## config.mk

```make
export PLATFORM = sky130hd
export DESIGN_NAME = vga_ram
export DESIGN_NICKNAME = d
export VERILOG_FILES = /design/src/vga_ram.sv
export SDC_FILE = /design/constraint.sdc
export NUM_CORES = 1
export LEC_CHECK = 0
export BUFFER_PORTS_ARGS = -buffer_cell sky130_fd_sc_hd__buf_4
export CAP_MARGIN = 10
export CORE_ASPECT_RATIO = 1.5
export CORE_MARGIN = 1
export CORE_UTILIZATION = 50
export CTS_BUF_LIST = sky130_fd_sc_hd__clkbuf_8 sky130_fd_sc_hd__clkbuf_16
export DETAILED_ROUTE_END_ITERATION = 6
export PLACE_DENSITY = 0.67
export REMOVE_ABC_BUFFERS = 1
export SYNTH_ARGS = -nofsm -noshare
export SYNTH_HDL_FRONTEND = slang
export SYNTH_SLANG_ARGS = --single-unit
```

## constraint.sdc

```tcl
create_clock -name clock -period 1.9 [get_ports clock]
set_input_delay 0 -clock clock [delete_from_list [all_inputs] [get_ports clock]]
set_output_delay 0 -clock clock [all_outputs]
set_load 0.005 [all_outputs]
```

## src/vga_ram.sv

```systemverilog
`default_nettype none
module vga_ram #(
   parameter int Width = 8,
   parameter int Depth = 16
) (
   input wire logic clock,
   input wire logic wr_en,
   input wire logic [$clog2(Depth)-1:0] wr_addr,
   input wire logic [Width-1:0] wr_data,
   input wire logic [$clog2(Depth)-1:0] rd_addr,
   output logic [Width-1:0] rd_data
);
   logic [Width-1:0] mem [Depth];

   always_ff @(posedge clock) begin
      if (wr_en) begin
         mem[wr_addr] <= wr_data;
      end
      rd_data <= mem[rd_addr];
   end
endmodule
`default_nettype wire

```

[After elaboration in Yosys (flattened, before gate mapping)]
Memories as Yosys holds them, arrays and structs flattened. A register that Yosys moved wholly into a read port is not among the register bits.
Index checks and enable logic that the tools add are counted.
Storage, ports and cells
  input port bits: 18
  word-level logic and storage cells: 3
  output and inout port bits: 8
  bits in writable memories: 128
  memories kept: 1
  register bits after elaboration: 0
Cells by class
  multiplexer cells: 2
Memories
  mem: words 16, width 8, rd ports 1, clocked after memory_dff 1, wr ports 1, line 13  | logic [Width-1:0] mem [Depth];
Operators by type and width (number)
  $mux W1: 2

[Depth between registers and ports, before layout]
Gate-level depths: netlist of the first run.
  word-level depth: 2
  mapped depth: 5
  depth with buffers taken out: 3

[Worst setup path after synthesis of the first run]
No wires, ideal clock.
  path type: in2reg
  start: input port wr_addr[2]
  end: memory mem[0][0], enable pin
  setup slack: 0.407 ns
  path buffers: 0
  cell stages on the path: 2
  required time: 1.517 ns
  setup time: 0.383 ns
  arrival time: 1.110 ns
  cells stage by stage: or3b_2 nor3_1
RTL lines
  start: declaration: line 8  | input wire logic [$clog2(Depth)-1:0] wr_addr,
  end: declaration: line 13
No word-level cell before the write port.

==> results of run 1 <==
[state kept, by name (all words and copies together), names as in the netlist]
name,cells
rd_data,8
mem,128
[metal layers]
metal / GRT usage / part of all wire
met1: 0.236 / 0.41
met2: 0.333 / 0.53
met5: 0 / 0
met4: 0.0837 / 0.014
met3: 0.0714 / 0.044
[cell usage in the layout, fill, tap and decap left out, types with 3 or more instances in the layout]
master         count
mux4_2            18
dlygate4sd3_1      8
nor3_1             4
clkbuf_16         17
a22oi_1           16
edfxtp_1         128
nand2_1            9
mux4_1            14
bufinv_16          3
buf_4             42
nor2_1            13
dfxtp_1            8
clkinv_2           6
[final cells by class]
cell class | instances | area (um^2) | share of cell area
Multi-Input combinational cell | 83 | 1060 | 0.170
Clock buffer | 17 | 425 | 0.0685
Timing Repair Buffer | 51 | 415 | 0.0669
Clock inverter | 15 | 160 | 0.0258
Sequential cell | 136 | 4000 | 0.645
Tap cell | 117 | 146 | 0.0236
[timing repair]
| item | CTS | global route |
|---|---|---|
| hold endpoints to repair | 128 | 0 |
| hold buffers | 8 | 0 |
| resized for setup | 0 | 0 |
[through the flow]
step | std cells | util | area [um^2] | power [mW]
floorplan | 219 | - | 5060 | 3.57
global placement | 379 | 0.550 | 5540 | 3.75
detailed placement | 379 | 0.550 | 5540 | 3.76
CTS | 419 | 0.616 | 6210 | 6.95
global route | 419 | 0.616 | 6210 | 7.09
finish | 419 | 0.616 | 6210 | 6.89
[power by group through the flow]
stage / registers, mW / logic [mW] / clock network [mW]
after floorplan: 3.43 / 0.134 / 0
after global placement: 3.43 / 0.320 / 0
after detailed placement: 3.43 / 0.324 / 0
after CTS: 3.37 / 0.339 / 3.24
after global routing: 3.38 / 0.364 / 3.35
final: 3.37 / 0.332 / 3.19
[logic make-up (layout without fill, tap and decap cells)]
| family | after synthesis | after routing |
|---|---|---|
| flip-flops | 136 | 136 |
| AND/OR/NAND/NOR | 35 | 35 |
| multiplexers | 32 | 32 |
| AO/OA/AOI/OAI | 16 | 16 |
| buffers and inverters | 10 | 83 |
[worst max-delay path by stage]
stage               start    endpoint  slack (ns)  cells past startpoint
2_1_floorplan  wr_addr[2]   mem[0][0]        0.41                      2
3_3_place_gp   rd_addr[0]  rd_data[5]        0.45                      5
3_5_place_dp   rd_addr[0]  rd_data[5]        0.45                      5
4_1_cts         mem[1][5]  rd_data[5]        0.54                      3
5_1_grt         mem[8][0]  rd_data[0]        0.47                      3
6_report        mem[1][5]  rd_data[5]        0.54                      3
[worst reg2reg max path, stage by stage, from the launching register on]
cell and delay [ns]:
edfxtp_1 0.36, mux4_1 0.51, a22oi_1 0.26, nand2_1 0.11
==> impl_results.md, run 1 <==
* P_leak at 2.14 nW
* Crit path cell chain: mux4_1, a22oi_1, nand2_1
* Synth Area in XOR/XNOR at 0
* Adder-cell share of the synthesized area at 0
* R2R Path Start: mem[1][5]
* Distinct cells, synth at 19
* H-tree lvl count at 4
* Total GRT Usage at 0.200
* First-pass GRT wire length at 14700 um
* Final clock skew at 0.00756 ns
* Most frequent cell after synthesis: edfxtp_1
* # clock sinks at 136
* Flops & latches, synth at 136
* Synth top cells by count: edfxtp_1 (128), mux4_2 (18), a22oi_1 (16)
* Worst-Skew Late Latency at 0.41 ns
* Ratio of cells with drive above 1 in the final layout at 0.305
* Min-delay src: wr_addr[3]
* YS warnings at 0
* WL/cell at 22.1 um
* Ports at 26
* Data required, critical path at 2.19 ns
* Avg Inst Size Synth at 22.5 um^2
* Global placement routability congestion at 0.800
* R2R Path End: rd_data[5]
* N_diodes at 0
* Max stage delay on crit path at 0.51 ns
* Num CTS Buffers at 17
* DR vias at 2438
* Total gr overflow at 0
* Synth top area cells: edfxtp_1 (75%), mux4_2 (7.9%), mux4_1 (7.1%)
* Clock Pin Slew Worst Setup and Hold Paths at 0.05 ns
* Hold Path Stages at 3
* Chip Width at 84.8 um
* RSZ-0062 raised after global routing: false
* Syn-to-layout area delta at 20.6%
* Core Footprint at 0.0101 mm^2
* Post-Syn Instances at 229
* Chip Height at 126 um
* Pre-CTS setup slack at 0.453 ns
* Largest net degree at the start of global routing at 33
* Slew @ Worst Pin at 0.711 ns
* DRC errors left at 4
* Number of max-cap violations at 0
* Slew margin rel. at 0.525
* PwrDens at 1110 mW/mm^2
* Fmax at 0.735 GHz
* Number of global-route vias before repair at 2583
* Register-to-Register Setup Slack at 0.54 ns
* Post-layout nets at 307
* Worst setup margin at 0.540 ns
* Compound-gate portion of the synthesized area at 0.0233
* Setup CP Type: register to register
* Number of synthesized flops with an enable pin at 128
* Post-synthesis mux area share at 0.150
* Routed Antenna Nets at 0
* Synth area leader: edfxtp_1
* Final setup viols at 0
* CTS root buffer: clkbuf_16
* Asr flop ratio synth at 0
* Fin Setup TNS at 0 ns
* Largest delay share family, worst path: multiplexers
* DR vias/cell at 5.82
* Post-Synth Simple-Gate Area at 0.0318
* Initial Utilization at 0.511
* Endpoint kind of the worst setup timing path: register
* CTS tree: built
* Hold crit path type: input pin to register
* Crit Path Max Fanout at 1
* Part of the power in registers at 0.489
* TritonRoute pass-1 iters at 6
* Register area share after synthesis at 0.778
* CTS max path bufs at 2
* CP max stage cell: mux4_1
* Yosys top cell area share at 0.747
* Switch Pwr at 1.34 mW
* Final Critical Period at 1.36 ns
* Iter 0 DRT Violations at 204
* Worst reg-to-reg path cell count at 3
* Worst IR drop on VDD at 0.736 mV
* CP arrival at 1.65 ns
* Failing checks: DRC
* Detailed placer's ending HPWL at 5860 um
* Clock share of power at 0.463
* Setup bufs post-CTS at 0
* Routed wire length at 9280 um
* Rows at 45
* Hold Slack at 0.109 ns
* Syn Std Cell Area at 0.00515 mm^2
* I/O Buffers at 25
* Worst hold endpoint: mem[1][6]
* Largest family of logic cells by synthesized area: multiplexers
* Period utilization at 0.716
* Internal at 5.55 mW
* Final Max Tran Viols at 0
* Hold Fails Final Rpt at 0
* Fill cells at 698
* Comb pwr share at 0.048
* Initial antenna violation count at 0
* Status: finished with violations
* Top_reg_cell synth: edfxtp_1
* DIE AREA at 0.0107 mm^2
* Buf+Inv Stages, Crit Path at 0
* Sw Ratio at 0.194
* Startpoint Class: register
No activity file was read; power rests on OpenSTA's default activity.
==> run 2, diff against run 1 <==
Settings changed: ABC_AREA from default to 1, PLACE_DENSITY 0.67 to 0.7.
Clock period 1.9 ns to 1.11 ns, I/O delays scaled along.
==> run 2 against run 1 <==
- the flow now finishes without violations
- critical path depth is 4 higher
- clock skew is 0.0031 ns lower
- wire length is 33% higher
- via count is 60% higher
- global-route usage is 3.3 points higher
- first-iteration DRC count is 73% higher
- register-to-register slack worse by 0.42 ns
- clock-buffer cell count stayed put
- sequential share of layout area is 6.8 points lower
- utilization is 0.83 points higher
- largest cell class unchanged
- largest power group unchanged
- highest routed layer unchanged
==> impl_results.md, run 2 <==
* Status: finished clean (was finished with violations)
* Num CTS Buffers at 17 (unchanged)
* Most frequent cells in the layout: nand2_1 (173), edfxtp_1 (128), inv_1 (102) (was edfxtp_1 (128), buf_4 (42), mux4_2 (18))
* Period utilization at 0.919
* Largest delay share family, worst path: buffers and inverters (was multiplexers)
* YS warnings at 0 (unchanged)
* Slew @ Worst Pin at 0.285 ns (was 0.711 ns)
* DR vias/cell at 5.07 (was 5.82)
* Synth top area cells: edfxtp_1 (67%), nand2_1 (11%), nand3_1 (8.4%) (was edfxtp_1 (75%), mux4_2 (7.9%), mux4_1 (7.1%))
* Post-layout nets at 628 (was 307)
* RSZ-0062 raised after global routing: false (unchanged)
* CTS root buffer: clkbuf_16 (unchanged)
* TritonRoute pass-1 iters at 5 (was 6)
* Ports at 26 (unchanged)
* Core Footprint at 0.0111 mm^2 (was 0.0101 mm^2)
* DIE AREA at 0.0120 mm^2 (was 0.0107 mm^2)
* H-tree lvl count at 4 (unchanged)
* PwrDens at 1740 mW/mm^2 (was 1110 mW/mm^2)
* WL/cell at 16.0 um (was 22.1 um)
* Total gr overflow at 0 (unchanged)
* Synth top cells by count: nand2_1 (173), edfxtp_1 (128), inv_1 (100) (was edfxtp_1 (128), mux4_2 (18), a22oi_1 (16))
* Syn Std Cell Area at 0.00577 mm^2 (was 0.00515 mm^2)
* Number of max-cap violations at 0 (unchanged)
* Most common cell after layout, fill and taps aside: nand2_1 (was edfxtp_1)
* Global placement routability congestion at 0.845 (was 0.800)
* Chip Height at 134 um (was 126 um)
* Most frequent cell after synthesis: nand2_1 (was edfxtp_1)
* Detailed placer's ending HPWL at 8150 um (was 5860 um)
* # clock sinks at 136 (unchanged)
* Crit Path Max Fanout at 16 (was 1)
* Max stage delay on crit path at 0.54 ns (was 0.51 ns)
* DR vias at 3905 (was 2438)
* Synth area leader: edfxtp_1 (unchanged)
* P_leak at 3.05 nW (was 2.14 nW)
* I/O Buffers at 25 (unchanged)
* Hold Slack at 0.0971 ns (was 0.109 ns)
* DRC errors left at 0 (was 4)
* Biggest regs: mem: 128 flops, rd_data: 8 flops (unchanged)
* Routed Antenna Nets at 0 (unchanged)
* CTS tree: built (unchanged)
* Rows at 47 (was 45)
* N_diodes at 0 (unchanged)
* Post-route non-filler standard cell count at 770 (was 419)
* Fin Setup TNS at 0 ns (unchanged)
* Initial Utilization at 0.519 (was 0.511)
* Syn-to-layout area delta at 20.3% (was 20.6%)
* Chip Width at 89.7 um (was 84.8 um)
* Hold crit path type: input pin to register (unchanged)
* Slew margin rel. at 0.810 (was 0.525)
* Worst IR drop on VDD at 1.23 mV (was 0.736 mV)
* Ratio of cells with drive above 1 in the final layout at 0.136 (was 0.305)
* Final clock skew at 0.00442 ns (was 0.00756 ns)
* Iter 0 DRT Violations at 353 (was 204)
* Post-Syn Instances at 551 (was 229)
* Final Critical Period at 1.02 ns
* Asr flop ratio synth at 0 (unchanged)
* Yosys top cell area share at 0.667 (was 0.747)
* Fmax at 0.980 GHz
* GRT met3 Usage at 0.0613 (was 0.0714)
* Setup bufs post-CTS at 0 (unchanged)
* Met1 Usage GRT at 0.268 (was 0.236)
* Final Max Tran Viols at 0 (unchanged)
* Routed wire length at 12300 um (was 9280 um)
* Worst-Skew Late Latency at 0.41 ns (about the same)
* Most Used Layer, Global Route: met2 (unchanged)
* Buf+Inv Stages, Crit Path at 4 (was 0)
* Largest Register: mem (unchanged)
* Number of synthesized flops with an enable pin at 128 (unchanged)
* Avg Inst Size Synth at 10.5 um^2 (was 22.5 um^2)
* Top_reg_cell synth: edfxtp_1 (unchanged)
* CTS max path bufs at 2 (unchanged)
* Placed insts at 728 (was 379)
* Startpoint Class: input pin (was register)
* Max reg flops at 128 (unchanged)
* CP max stage cell: dlygate4sd3_1 (was mux4_1)
* Distinct cells, synth at 12 (was 19)
* Setup CP Type: input pin to register (was register to register)
* CP arrival at 1.32 ns (was 1.65 ns)
* Largest net degree at the start of global routing at 43 (was 33)
* First-pass GRT wire length at 19800 um (was 14700 um)
* Met2 usage at 0.388 (was 0.333)
* Data required, critical path at 1.41 ns (was 2.19 ns)
* Hold Fails Final Rpt at 0 (unchanged)
* Endpoint kind of the worst setup timing path: register (unchanged)
* Register area share after synthesis at 0.694 (was 0.778)
* Flops & latches, synth at 136 (unchanged)
* Number of global-route vias before repair at 3930 (was 2583)
* Initial antenna violation count at 0 (unchanged)
* Crit path cell chain: dlygate4sd3_1, buf_4, inv_1, buf_4, nand3_1, nand3_1, nand2_1 (was mux4_1, a22oi_1, nand2_1)
* Total GRT Usage at 0.233 (was 0.200)
* Clock Pin Slew Worst Setup and Hold Paths at 0.06 ns (was 0.05 ns)
* Final setup viols at 0 (unchanged)
run 2: cell types whose count changed after synthesis, moves of 3 or more:
cell             delta
nand2_1           +164
inv_1             +100
nand3_1            +96
mux4_2             -18
a22oi_1            -16
mux4_1             -14
buf_2              +10
nor2_1              +4
nor3_1              -4
buf_4               +3
buf_6               +3
clkdlybuf4s25_2     -3
run 2: path summary, 6_finish.rpt:
path	startpoint	endpoint	slack, ns	cells after the start
max	rd_addr[2]	rd_data[7]	0.09	7
min	rd_addr[1]	rd_data[1]	0.1	5
max reg2reg	mem[7][5]	rd_data[5]	0.12	6
min reg2reg	mem[10][0]	rd_data[0]	0.65	6
run 2: cells by family (layout without fill, tap and decap cells):
logic type	Yosys count	after routing	synth area share
simple gates	289	289	0.210
flops	136	136	0.694
buf+inv	126	198	0.0952
run 2: worst min-delay path: stages:
cell and delay, ns:
buf_4 0.17, nand3_1 0.09, nand3_1 0.06, nand3_1 0.08, nand2_1 0.05
run 2: report_power, final:
part	leakage [nW]	total, mW	switching, mW	internal [mW]
sequential	1.22	5.78	0.0356	5.74
clock	0.301	5.50	2.00	3.49
combinational	1.53	0.778	0.482	0.296
total	3.05	12.1	2.52	9.53
run 2: per-layer routing:
metal / up-vias / wire [um]
met2: 112 / 6510
met1: 1863 / 4800
li1: 1892 / -
met5: - / 0
met4: 0 / 506
met3: 38 / 473
run 2: timing repair:
item,CTS,global route
resized for setup,0,0
endpoints found under the hold margin,136,0
hold buffers,10,0
run 2: per-stage QoR:
stage / setup WS [ns] / power (mW) / instance area, um^2 / utilization
2_1_floorplan: 0.130 / 6.19 / 5600 / -
3_3_place_gp: 0.0192 / 6.61 / 6250 / 0.563
3_5_place_dp: 0.0190 / 6.63 / 6250 / 0.563
4_1_cts: 0.102 / 12.1 / 6940 / 0.624
5_1_grt: 0.0214 / 12.4 / 6940 / 0.624
6_report: 0.0899 / 12.1 / 6940 / 0.624
run 2: cell type report:
cell class              instances  area (um^2)
clock buffers                  17          425
clock inverters                15          161
fillers                       845         4180
inverters                     102          383
multi-input cells             289         1210
flip-flops and latches        136         4000
well taps                     147          184
repair buffers                 64          568
