--- config.mk ---
export PLATFORM = sky130hd
export DESIGN_NAME = vga_xform
export DESIGN_NICKNAME = d
export VERILOG_FILES = /design/src/vga_pkg.sv /design/src/vga_xform.sv
export SDC_FILE = /design/constraint.sdc
export NUM_CORES = 2
export LEC_CHECK = 0
export BUFFER_PORTS_ARGS = -buffer_cell sky130_fd_sc_hd__buf_2
export CORE_UTILIZATION = 63
export DETAILED_ROUTE_END_ITERATION = 10
export PLACE_DENSITY = 0.85
export SLEW_MARGIN = 20
export SYNTH_ARGS = -nofsm -noshare
export SYNTH_HDL_FRONTEND = slang
export SYNTH_SLANG_ARGS = --single-unit
--- constraint.sdc ---
create_clock -name clock -period 14.74 [get_ports clock]
set_input_delay 2.211 -clock clock [delete_from_list [all_inputs] [get_ports clock]]
set_output_delay 2.211 -clock clock [all_outputs]
set_load 0.02 [all_outputs]
--- src/vga_pkg.sv ---
`default_nettype none
package vga_pkg;
   localparam int TableDepth = 1024;
   localparam int AddrW = $clog2(TableDepth);
   localparam int CountW = AddrW + 1;
   localparam int CoordW = 24;
   localparam int CellW = 20;
   localparam int KeyW = 3 * CellW;
   localparam int CsrW = 48;
   localparam int CsrIdxW = 3;

   localparam logic [CsrIdxW-1:0] CSR_ROT_X = 3'd0;
   localparam logic [CsrIdxW-1:0] CSR_ROT_Y = 3'd1;
   localparam logic [CsrIdxW-1:0] CSR_ROT_Z = 3'd2;
   localparam logic [CsrIdxW-1:0] CSR_TRANS_X = 3'd3;
   localparam logic [CsrIdxW-1:0] CSR_TRANS_Y = 3'd4;
   localparam logic [CsrIdxW-1:0] CSR_TRANS_Z = 3'd5;
   localparam logic [CsrIdxW-1:0] CSR_SCALE = 3'd6;

   localparam logic [2:0] ST_INSERTED = 3'd0;
   localparam logic [2:0] ST_OCCUPIED = 3'd1;
   localparam logic [2:0] ST_FULL = 3'd2;
   localparam logic [2:0] ST_READ_OK = 3'd3;
   localparam logic [2:0] ST_BAD_INDEX = 3'd4;

   typedef struct packed {
      logic [2:0] status;
      logic signed [CoordW-1:0] out_x;
      logic signed [CoordW-1:0] out_y;
      logic signed [CoordW-1:0] out_z;
      logic signed [CellW-1:0] cell_x;
      logic signed [CellW-1:0] cell_y;
      logic signed [CellW-1:0] cell_z;
      logic [10:0] entry_count;
      logic clipped;
   } rsp_type;

   typedef struct packed {
      logic req_type;
      logic signed [CoordW-1:0] pos_x;
      logic signed [CoordW-1:0] pos_y;
      logic signed [CoordW-1:0] pos_z;
      logic [9:0] read_index;
   } req_type_type;

   typedef enum logic [3:0] {
      S_IDLE, S_MUL, S_ROW, S_CELL, S_SEARCH_ADDR, S_SEARCH_CMP, S_APPEND,
      S_READ_WAIT, S_READ_DATA, S_DONE
   } state_type;

   // xform unit control from sequencer
   typedef struct packed {
      logic start;
   } xf_ctl_type;

   typedef struct packed {
      logic done;
   } xf_sts_type;
endpackage
`default_nettype wire

--- src/vga_xform.sv ---
`default_nettype none
// shared multiplier: 9 rotation products, then 3 scale products
module vga_xform (
   input wire logic clock,
   input wire logic reset,
   input wire vga_pkg::xf_ctl_type ctl,
   output vga_pkg::xf_sts_type sts,
   input wire logic signed [23:0] pos_x,
   input wire logic signed [23:0] pos_y,
   input wire logic signed [23:0] pos_z,
   input wire logic [47:0] rot_x,
   input wire logic [47:0] rot_y,
   input wire logic [47:0] rot_z,
   input wire logic [23:0] trans_x,
   input wire logic [23:0] trans_y,
   input wire logic [23:0] trans_z,
   input wire logic [15:0] scale,
   output logic signed [23:0] pt_x,
   output logic signed [23:0] pt_y,
   output logic signed [23:0] pt_z,
   output logic signed [19:0] cl_x,
   output logic signed [19:0] cl_y,
   output logic signed [19:0] cl_z,
   output logic clip
);
   import vga_pkg::*;

   // step 0..8 rotation products, 9..11 scale products, 12 last register
   logic [3:0] step_ff, step_in;
   logic busy_ff, busy_in;
   logic signed [41:0] acc_ff, acc_in;
   logic signed [40:0] prod_ff;
   logic prod_vld_ff;
   logic [3:0] prod_step_ff;
   logic signed [23:0] pt_ff [3];
   logic signed [19:0] cl_ff [3];
   logic clip_ff, clip_in;

   logic signed [23:0] mul_a;
   logic signed [16:0] mul_b;
   logic [1:0] row, col;
   logic [47:0] row_bits;
   logic signed [42:0] shifted;
   logic signed [42:0] sum_t;
   logic [23:0] tr_sel;
   logic signed [19:0] q_sat;
   logic signed [40:0] mag;
   logic signed [21:0] q;
   logic q_clip;
   logic [1:0] crow;

   // rotation row of a product step
   function automatic logic [1:0] row_of(logic [3:0] s);
      logic [1:0] v;
      if (s < 4'd3) begin
         v = 2'd0;
      end else if (s < 4'd6) begin
         v = 2'd1;
      end else begin
         v = 2'd2;
      end
      return v;
   endfunction

   // coefficient column of a product step
   function automatic logic [1:0] col_of(logic [3:0] s);
      logic [1:0] v;
      unique case (s)
         4'd0, 4'd3, 4'd6: v = 2'd0;
         4'd1, 4'd4, 4'd7: v = 2'd1;
         default: v = 2'd2;
      endcase
      return v;
   endfunction

   always_comb begin
      row = row_of(step_ff);
      col = col_of(step_ff);
      unique case (row)
         2'd0: row_bits = rot_x;
         2'd1: row_bits = rot_y;
         default: row_bits = rot_z;
      endcase
      unique case (col)
         2'd0: mul_a = pos_x;
         2'd1: mul_a = pos_y;
         default: mul_a = pos_z;
      endcase
      mul_b = {row_bits[16*col+15], row_bits[16*col +: 16]};
      if (step_ff >= 4'd9 && step_ff < 4'd12) begin
         crow = 2'(step_ff - 4'd9);
         mul_a = pt_ff[crow];
         mul_b = {1'b0, scale};
      end else begin
         crow = 2'd0;
      end
   end

   // row finish: floor shift, translate; cell: magnitude shift toward zero, saturate
   always_comb begin
      logic [1:0] r;
      r = row_of(prod_step_ff);
      unique case (r)
         2'd0: tr_sel = trans_x;
         2'd1: tr_sel = trans_y;
         default: tr_sel = trans_z;
      endcase
      shifted = 43'(acc_in >>> 14);
      sum_t = shifted + 43'(signed'(tr_sel));
      mag = prod_ff[40] ? -prod_ff : prod_ff;
      q = 22'(mag >>> 20);
      q_clip = 1'b0;
      if (q > 22'sd524287) begin
         q_clip = 1'b1;
         q_sat = prod_ff[40] ? -20'sd524288 : 20'sd524287;
         if (prod_ff[40] && q == 22'sd524288) begin
            q_clip = 1'b0;
         end
      end else begin
         q_sat = prod_ff[40] ? -20'(q) : 20'(q);
      end
   end

   always_comb begin
      step_in = step_ff;
      busy_in = busy_ff;
      acc_in = acc_ff;
      clip_in = clip_ff;
      if (ctl.start) begin
         step_in = 4'd0;
         busy_in = 1'b1;
         clip_in = 1'b0;
      end else if (busy_ff && step_ff < 4'd12) begin
         step_in = step_ff + 4'd1;
      end
      if (prod_vld_ff && prod_step_ff < 4'd9) begin
         acc_in = (col_of(prod_step_ff) == 2'd0 ? 42'sd0 : acc_ff) + 42'(prod_ff);
      end
      if (prod_vld_ff && prod_step_ff < 4'd9 && col_of(prod_step_ff) == 2'd2) begin
         if (sum_t > 43'sd8388607 || sum_t < -43'sd8388608) begin
            clip_in = 1'b1;
         end
      end
      if (prod_vld_ff && prod_step_ff >= 4'd9 && q_clip) begin
         clip_in = 1'b1;
      end
      if (prod_vld_ff && prod_step_ff == 4'd11) begin
         busy_in = 1'b0;
      end
   end

   always_ff @(posedge clock) begin
      if (reset) begin
         step_ff <= 4'd0;
         busy_ff <= 1'b0;
         prod_vld_ff <= 1'b0;
      end else begin
         step_ff <= step_in;
         busy_ff <= busy_in;
         prod_vld_ff <= busy_ff && step_ff < 4'd12 && !ctl.start;
      end
   end

   always_ff @(posedge clock) begin
      prod_ff <= 41'(mul_a * mul_b);
      prod_step_ff <= step_ff;
      acc_ff <= acc_in;
      clip_ff <= clip_in;
      if (prod_vld_ff && prod_step_ff < 4'd9 && col_of(prod_step_ff) == 2'd2) begin
         if (sum_t > 43'sd8388607) begin
            pt_ff[row_of(prod_step_ff)] <= 24'sd8388607;
         end else if (sum_t < -43'sd8388608) begin
            pt_ff[row_of(prod_step_ff)] <= -24'sd8388608;
         end else begin
            pt_ff[row_of(prod_step_ff)] <= 24'(sum_t);
         end
      end
      if (prod_vld_ff && prod_step_ff >= 4'd9) begin
         cl_ff[2'(prod_step_ff - 4'd9)] <= q_sat;
      end
   end

   assign sts.done = prod_vld_ff && prod_step_ff == 4'd11;
   assign pt_x = pt_ff[0];
   assign pt_y = pt_ff[1];
   assign pt_z = pt_ff[2];
   assign cl_x = cl_ff[0];
   assign cl_y = cl_ff[1];
   assign cl_z = cl_ff[2];
   assign clip = clip_ff;
   logic unused_crow;
   assign unused_crow = ^crow;
endmodule
`default_nettype wire

# After elaboration in Yosys (flattened, before gate mapping)
# Memories as Yosys holds them, arrays and structs flattened.
# Index checks and enable logic that the tools add are counted.
# Widths: inputs -> output; s select.
[totals] regBits=94 ram_bits=132 input_bits=307 output_inout_bits=134 wordCells=113 n_memories=2
[op_classes] n_addsub=8 mul=1 magnitude_cmp=12 n_eq_ne=16 n_shift=1 mux=40 n_bitwise=2 n_reduce_logical=23
[mem_list] name="pt_ff" words=3 width=24 rd=4 rd_clocked_by_memory_dff=0 write_ports=1 line_no="vga_xform.sv:35" rtl="logic signed [23:0] pt_ff [3];"
[mem_list] name="cl_ff" words=3 width=20 rd=3 rd_clocked_by_memory_dff=0 write_ports=1 line_no="vga_xform.sv:36" rtl="logic signed [19:0] cl_ff [3];"
[op_table] op="$pmux 24 s2" n=2
[op_table] op="$pmux 48 s2" n=1
[op_table] op="$mux 42" n=2
[op_table] op="$mux 24" n=3
[op_table] op="$mux 20" n=3
[op_table] op="$shiftx 48x7->16" n=1
[op_table] op="$add 42x41->42" n=1
[op_table] op="$mul 24x17->41" n=1
[op_table] op="$mux 41" n=1
[op_table] op="$neg 41->41" n=1
[op_table] op="$add 28x24->29" n=1
[op_table] op="$gt 29x24->1 const B" n=1
[op_table] op="$lt 29x24->1 const B" n=1
[op_table] op="$eq 4x3->1 const B" n=6
[op_table] op="$eq 21x21->1 const B" n=1
[op_table] op="$gt 21x20->1 const B" n=1
[op_table] op="$neg 20->20" n=1
[op_table] op="$mux 1" n=19
[op_table] op="$mux 17" n=1
[op_table] op="$reduce_or 3->1" n=4
[op_table] op="$mux 2" n=5
[op_table] op="$logic_and 1x1->1" n=9
[op_table] op="$eq 4x1->1 const B" n=2
[op_table] op="$eq 4x2->1 const B" n=2
[op_table] op="19 further kinds" n=33

# Depth between registers and ports, before layout
[logic_depth] word_depth=16 ltp_mapped=41 depth_no_buf=37

# Worst setup path before layout
# No wires, ideal clock.
[synth_path] path_type="reg2reg" start="reg step_ff[0]" end="reg prod_ff[40]" t_arrival_ns=9.086 required_time_ns=14.620 path_slack_ns=5.534 stages_incl_launch_ff=37 n_path_buf=5 path_cell_list="dfxtp_1 -> clkbuf_1 -> clkbuf_1 -> inv_1 -> ha_1 -> nor2_1 -> a211o_1 -> clkbuf_1 -> o21ai_1 -> clkbuf_1 -> a211oi_1 -> nor4_1 -> nor3_1 -> nor2_1 -> clkbuf_1 -> nand2_1 -> fa_1 -> fa_1 -> inv_1 -> fa_1 -> fa_1 -> fa_1 -> inv_1 -> fa_1 -> inv_1 -> ha_1 -> and3_1 -> a221o_1 -> a21oi_1 -> o21bai_1 -> o21bai_1 -> a21boi_0 -> o31a_1 -> a21oi_1 -> a211oi_1 -> a21oi_1 -> xnor2_1"
[synth_via] elab_chain_cells=9 word_cells_on_any_way=31 classes_between="add/sub: 2; mul: 1; order compare: 4; eq/ne: 7; shift: 1; mux: 9; reduce/logical: 6; memory: 1"
[synth_rtl] element="start, declared" line_no="vga_xform.sv:29" rtl="logic [3:0] step_ff, step_in;"
[synth_rtl] element="start signal, assigned" line_no="vga_xform.sv:158" rtl="step_ff <= step_in;"
[synth_rtl] element="parallel branches: the longest is 8 deep, another holds $add 6x4->7"
[synth_rtl] element="$mul 24x17->41 (*)" line_no="vga_xform.sv:165" rtl="prod_ff <= 41'(mul_a * mul_b);"
[synth_rtl] element="end signal, assigned" line_no="vga_xform.sv:165"
[synth_rtl] element="end, declared" line_no="vga_xform.sv:32" rtl="logic signed [40:0] prod_ff;"
# Every way passes the cells marked *. The select of a mux whose other input is x is not followed.
# A chain may end at the register's enable or synchronous reset.

# Worst setup path in the final report
# Same ends and word-level chain as after synthesis.

==> results.txt <==
* Cell with the most instances after synthesis: sky130_fd_sc_hd__inv_1
* Post-Place Worst Slack: 3970 ps
* Class of the tightest hold or removal check: reg -> reg
- In this run the biggest area consumer among cell types represents 26.8% of the synthesized area.
- The worst setup path is captured at a flop.
* Metal1 wirelength: 33.2 mm
- Setup TNS: 0 ps
- Number of cell instances on the worst register-to-register path: 32
- The detailed router used layers up to and including met4.
- Max capacitance violation total: 0
* First-pass DRT Iterations: 6
* Count of pins over their slew limit: 0
* CP required: 15140 ps
- Starting density of the core: 64.3%
- Count of final hold-check violations: 0
* Sink count of the clock tree: 250
- Wires add up to 89.8 mm.
* Setup fix buffers added after clock tree synthesis: 0
- Smallest setup slack after layout: 3730 ps
- The detail route stage leaves a number of antenna-violating nets equal to 0.
* Vias in the first global route: 26.5k
- In this run, the number of DRC markers left after iteration 0 of detailed routing was 2638.
- Final worst path period need: 11010 ps
* Worst stage delay on the critical path: 930 ps
- Total of fill cells in the finished design: 3520
- Setup repair after global routing left no endpoint under its margin.
- First-pass GRT wire length: 143 mm
- Detailed routing placed a total of 10.1 mm of wire on met3.
- The critical path is of the reg -> reg type.
- TritonCTS built the clock tree.
- Number of buffers added by the clock tree synthesis step: 24
- In this run the critical register-to-register path is launched from step_ff[0].
- The worst hold path begins at acc_ff[40].
- The die covers 48800 um^2.
* Number of buffers added to fix hold violations after cts: 0
- Entering global routing, the biggest net connects 97 pins.
- Critical Path Most Common Cell: sky130_fd_sc_hd__fa_1
* Via-to-Cell Ratio: 6.00
* Final HPWL from detailed placement: 71.4 mm
- Clock tree root buffer cell: sky130_fd_sc_hd__clkbuf_16
* Top cells by instance count after synthesis: 465 x sky130_fd_sc_hd__inv_1, 404 x sky130_fd_sc_hd__fa_1, 359 x sky130_fd_sc_hd__nor2_1, 338 x sky130_fd_sc_hd__nand2_1, 174 x sky130_fd_sc_hd__ha_1
* Highest clock rate: 0.0908 GHz
- Post-synthesis instance total: 3286
- After clock tree synthesis, the clock-pin slew on the worst setup and hold paths is 70 ps.
- Total of buffers placed on input and output ports: 440
- Number of rows created at floorplan: 79
- The placed instances occupy a cell area of 33100 um^2.
* Capture point of the worst reg-to-reg path: prod_ff[40]
* Mean post-synth cell area: 9.19 um^2
- Sequential element share of the synthesized area: 22.2%
* Top-level port count: 441
* Largest buffer count on any clock path: 3
- The largest total area in the synthesized netlist belongs to sky130_fd_sc_hd__fa_1.
- For hold timing, the worst endpoint is acc_ff[40].
- Count of unique library cells instantiated by Yosys: 82
- Post-CTS repair changed the size of 0 cells.
* Fraction of layout instances using a drive strength above 1: 16.4%
- Y dimension of the die: 221 um
* Slew HR: 18.1%
- Total met2 wirelength after detailed routing: 41.5 mm
- Nature of the critical path startpoint: flop
- In this run, synthesis produced a sequential element count of 250.
- After floorplanning, the core was sized to cover 47000 um^2.
* Area delta synth->final: 12.3%
- Actual slew at the worst max-slew pin: 1190 ps
* Async set-reset flop share out of synthesis: 0%
- The run finished with clean final reports.
- Global placement routability congestion: 1.03
* Gr ovfl total: 0
- Cell with the biggest individual delay on the critical path: sky130_fd_sc_hd__dfxtp_2
- Setup skew after layout: 17.2 ps
- Along the worst path, the maximum fanout reaches 30.
- Number of endpoints failing setup at the final stage: 0
* Number of warnings issued by yosys: 0
- After synthesis the cells add up to 30200 um^2.
- Skew-Pair Late Insertion Delay: 540 ps
- EDFF count, synth: 170
* CTS H-tree lvls: 1
- Overall routing resource usage: 37.6%
- Count of nets after finishing: 4562
- Number of antenna violations at the first check in global routing: 2
- In this run the register-to-register setup slack is 3730 ps.
- Most instantiated flip-flop cell in the synthesis netlist: sky130_fd_sc_hd__edfxtp_1
* Routed vias: 25.8k
* Post-route DRC: 0
- Avg WL per Cell: 20.9 um
- The finished cells cover 33900 um^2.
- Top cells by area in the synthesized netlist: sky130_fd_sc_hd__fa_1 27%, sky130_fd_sc_hd__edfxtp_1 17%, sky130_fd_sc_hd__ha_1 7.2%, sky130_fd_sc_hd__inv_1 5.8%, sky130_fd_sc_hd__dfxtp_1 5.3%
- Instance count along the most critical hold path: 2
- Die X: 221 um
- After layout, the worst path uses 74.7% of the clock period.
- Arrival time reported for the critical path endpoint: 11400 ps
-- flip-flops by register name, summed over array words and instances (netlist names) --
register	count
prod_vld_ff	1
busy_ff	1
clip	1
step_ff	4
prod_ff	41
cl_ff	60
acc_ff	42
prod_step_ff	4
pt_ff	96
-- layout make-up --
cell class / instances / area [um^2] / share of cell area [%]
Timing Repair Buffer: 488 / 2560 / 7.55
Clock inverter: 13 / 106 / 0.314
Antenna cell: 3 / 7.51 / 0.0221
Multi-Input combinational cell: 2447 / 21400 / 63.0
Inverter: 466 / 1750 / 5.16
Sequential cell: 250 / 6710 / 19.8
Tap cell: 607 / 759 / 2.24
Clock buffer: 31 / 668 / 1.97
-- placed cells by master, fill, tap and decap left out, drive strengths merged, types with 9 or more instances in the layout --
cell    synthesis  layout
a21oi         127     127
o21a           22      22
edfxtp        170     170
inv           465     469
and2           22      22
o21ai         156     156
o311ai          9       9
nand4          19      19
conb            1      24
nor3b          52      52
o22ai          31      31
o211ai         17      17
or2            14      14
fa            404     404
nor4           27      27
nor2          359     359
nor3           44      44
ha            174     174
or3             9       9
nand2         338     338
a21o           52      52
a211oi         57      57
nand2b         59      59
and3           15      15
mux2i          67      67
xnor2          77      77
buf            20     488
mux4           24      24
o21bai         10      10
nor2b          74      74
dfxtp          80      80
clkbuf        126      31
nand3          28      28
xor2           42      42
o31ai          10      10
-- critical path: cells and delay by family (launching register included) --
family          cells  cell delay [ps]
compound gates     11             3240
xor+xnor            1              160
fa+ha+maj           8             3670
buf+inv             5              650
flops               1              930
simple gates        7             2200
-- stage by stage --
step                utilization, %  hold slack [ps]  std cells
detailed placement            70.6              460       4258
CTS                           72.2              493       4302
global route                  72.2              511       4302
floorplan                        -              371       3309
finish                        72.2              489       4305
global placement              70.5              465       4258
-- per-layer routing --
metal,vias up,global-route usage (%)
li1,11600,-
met1,12500,46.8
met2,1444,60.8
met3,294,9.56
met4,0,19.5
met5,-,0
-- cells by family after synthesis --
family,share of synthesized area [%]
fa+ha+maj,34.0
xor+xnor,3.48
flops,22.2
buf+inv,7.70
mux,4.12
simple gates,16.8
other cells,0.0124
compound gates,11.7
-- worst max-delay path by stage --
stage,slack [ps],end,startpoint,cells past startpoint
2_1_floorplan,5530,prod_ff[40],step_ff[0],36
3_3_place_gp,4170,prod_ff[40],step_ff[0],32
3_5_place_dp,3970,prod_ff[40],step_ff[0],36
4_1_cts,3910,prod_ff[40],step_ff[0],36
5_1_grt,3190,prod_ff[40],step_ff[0],32
6_report,3730,prod_ff[40],step_ff[0],32
Power is left out: the tool's default activity adds up to more than one toggle a clock period on the data nets, which glitch-free logic cannot reach.
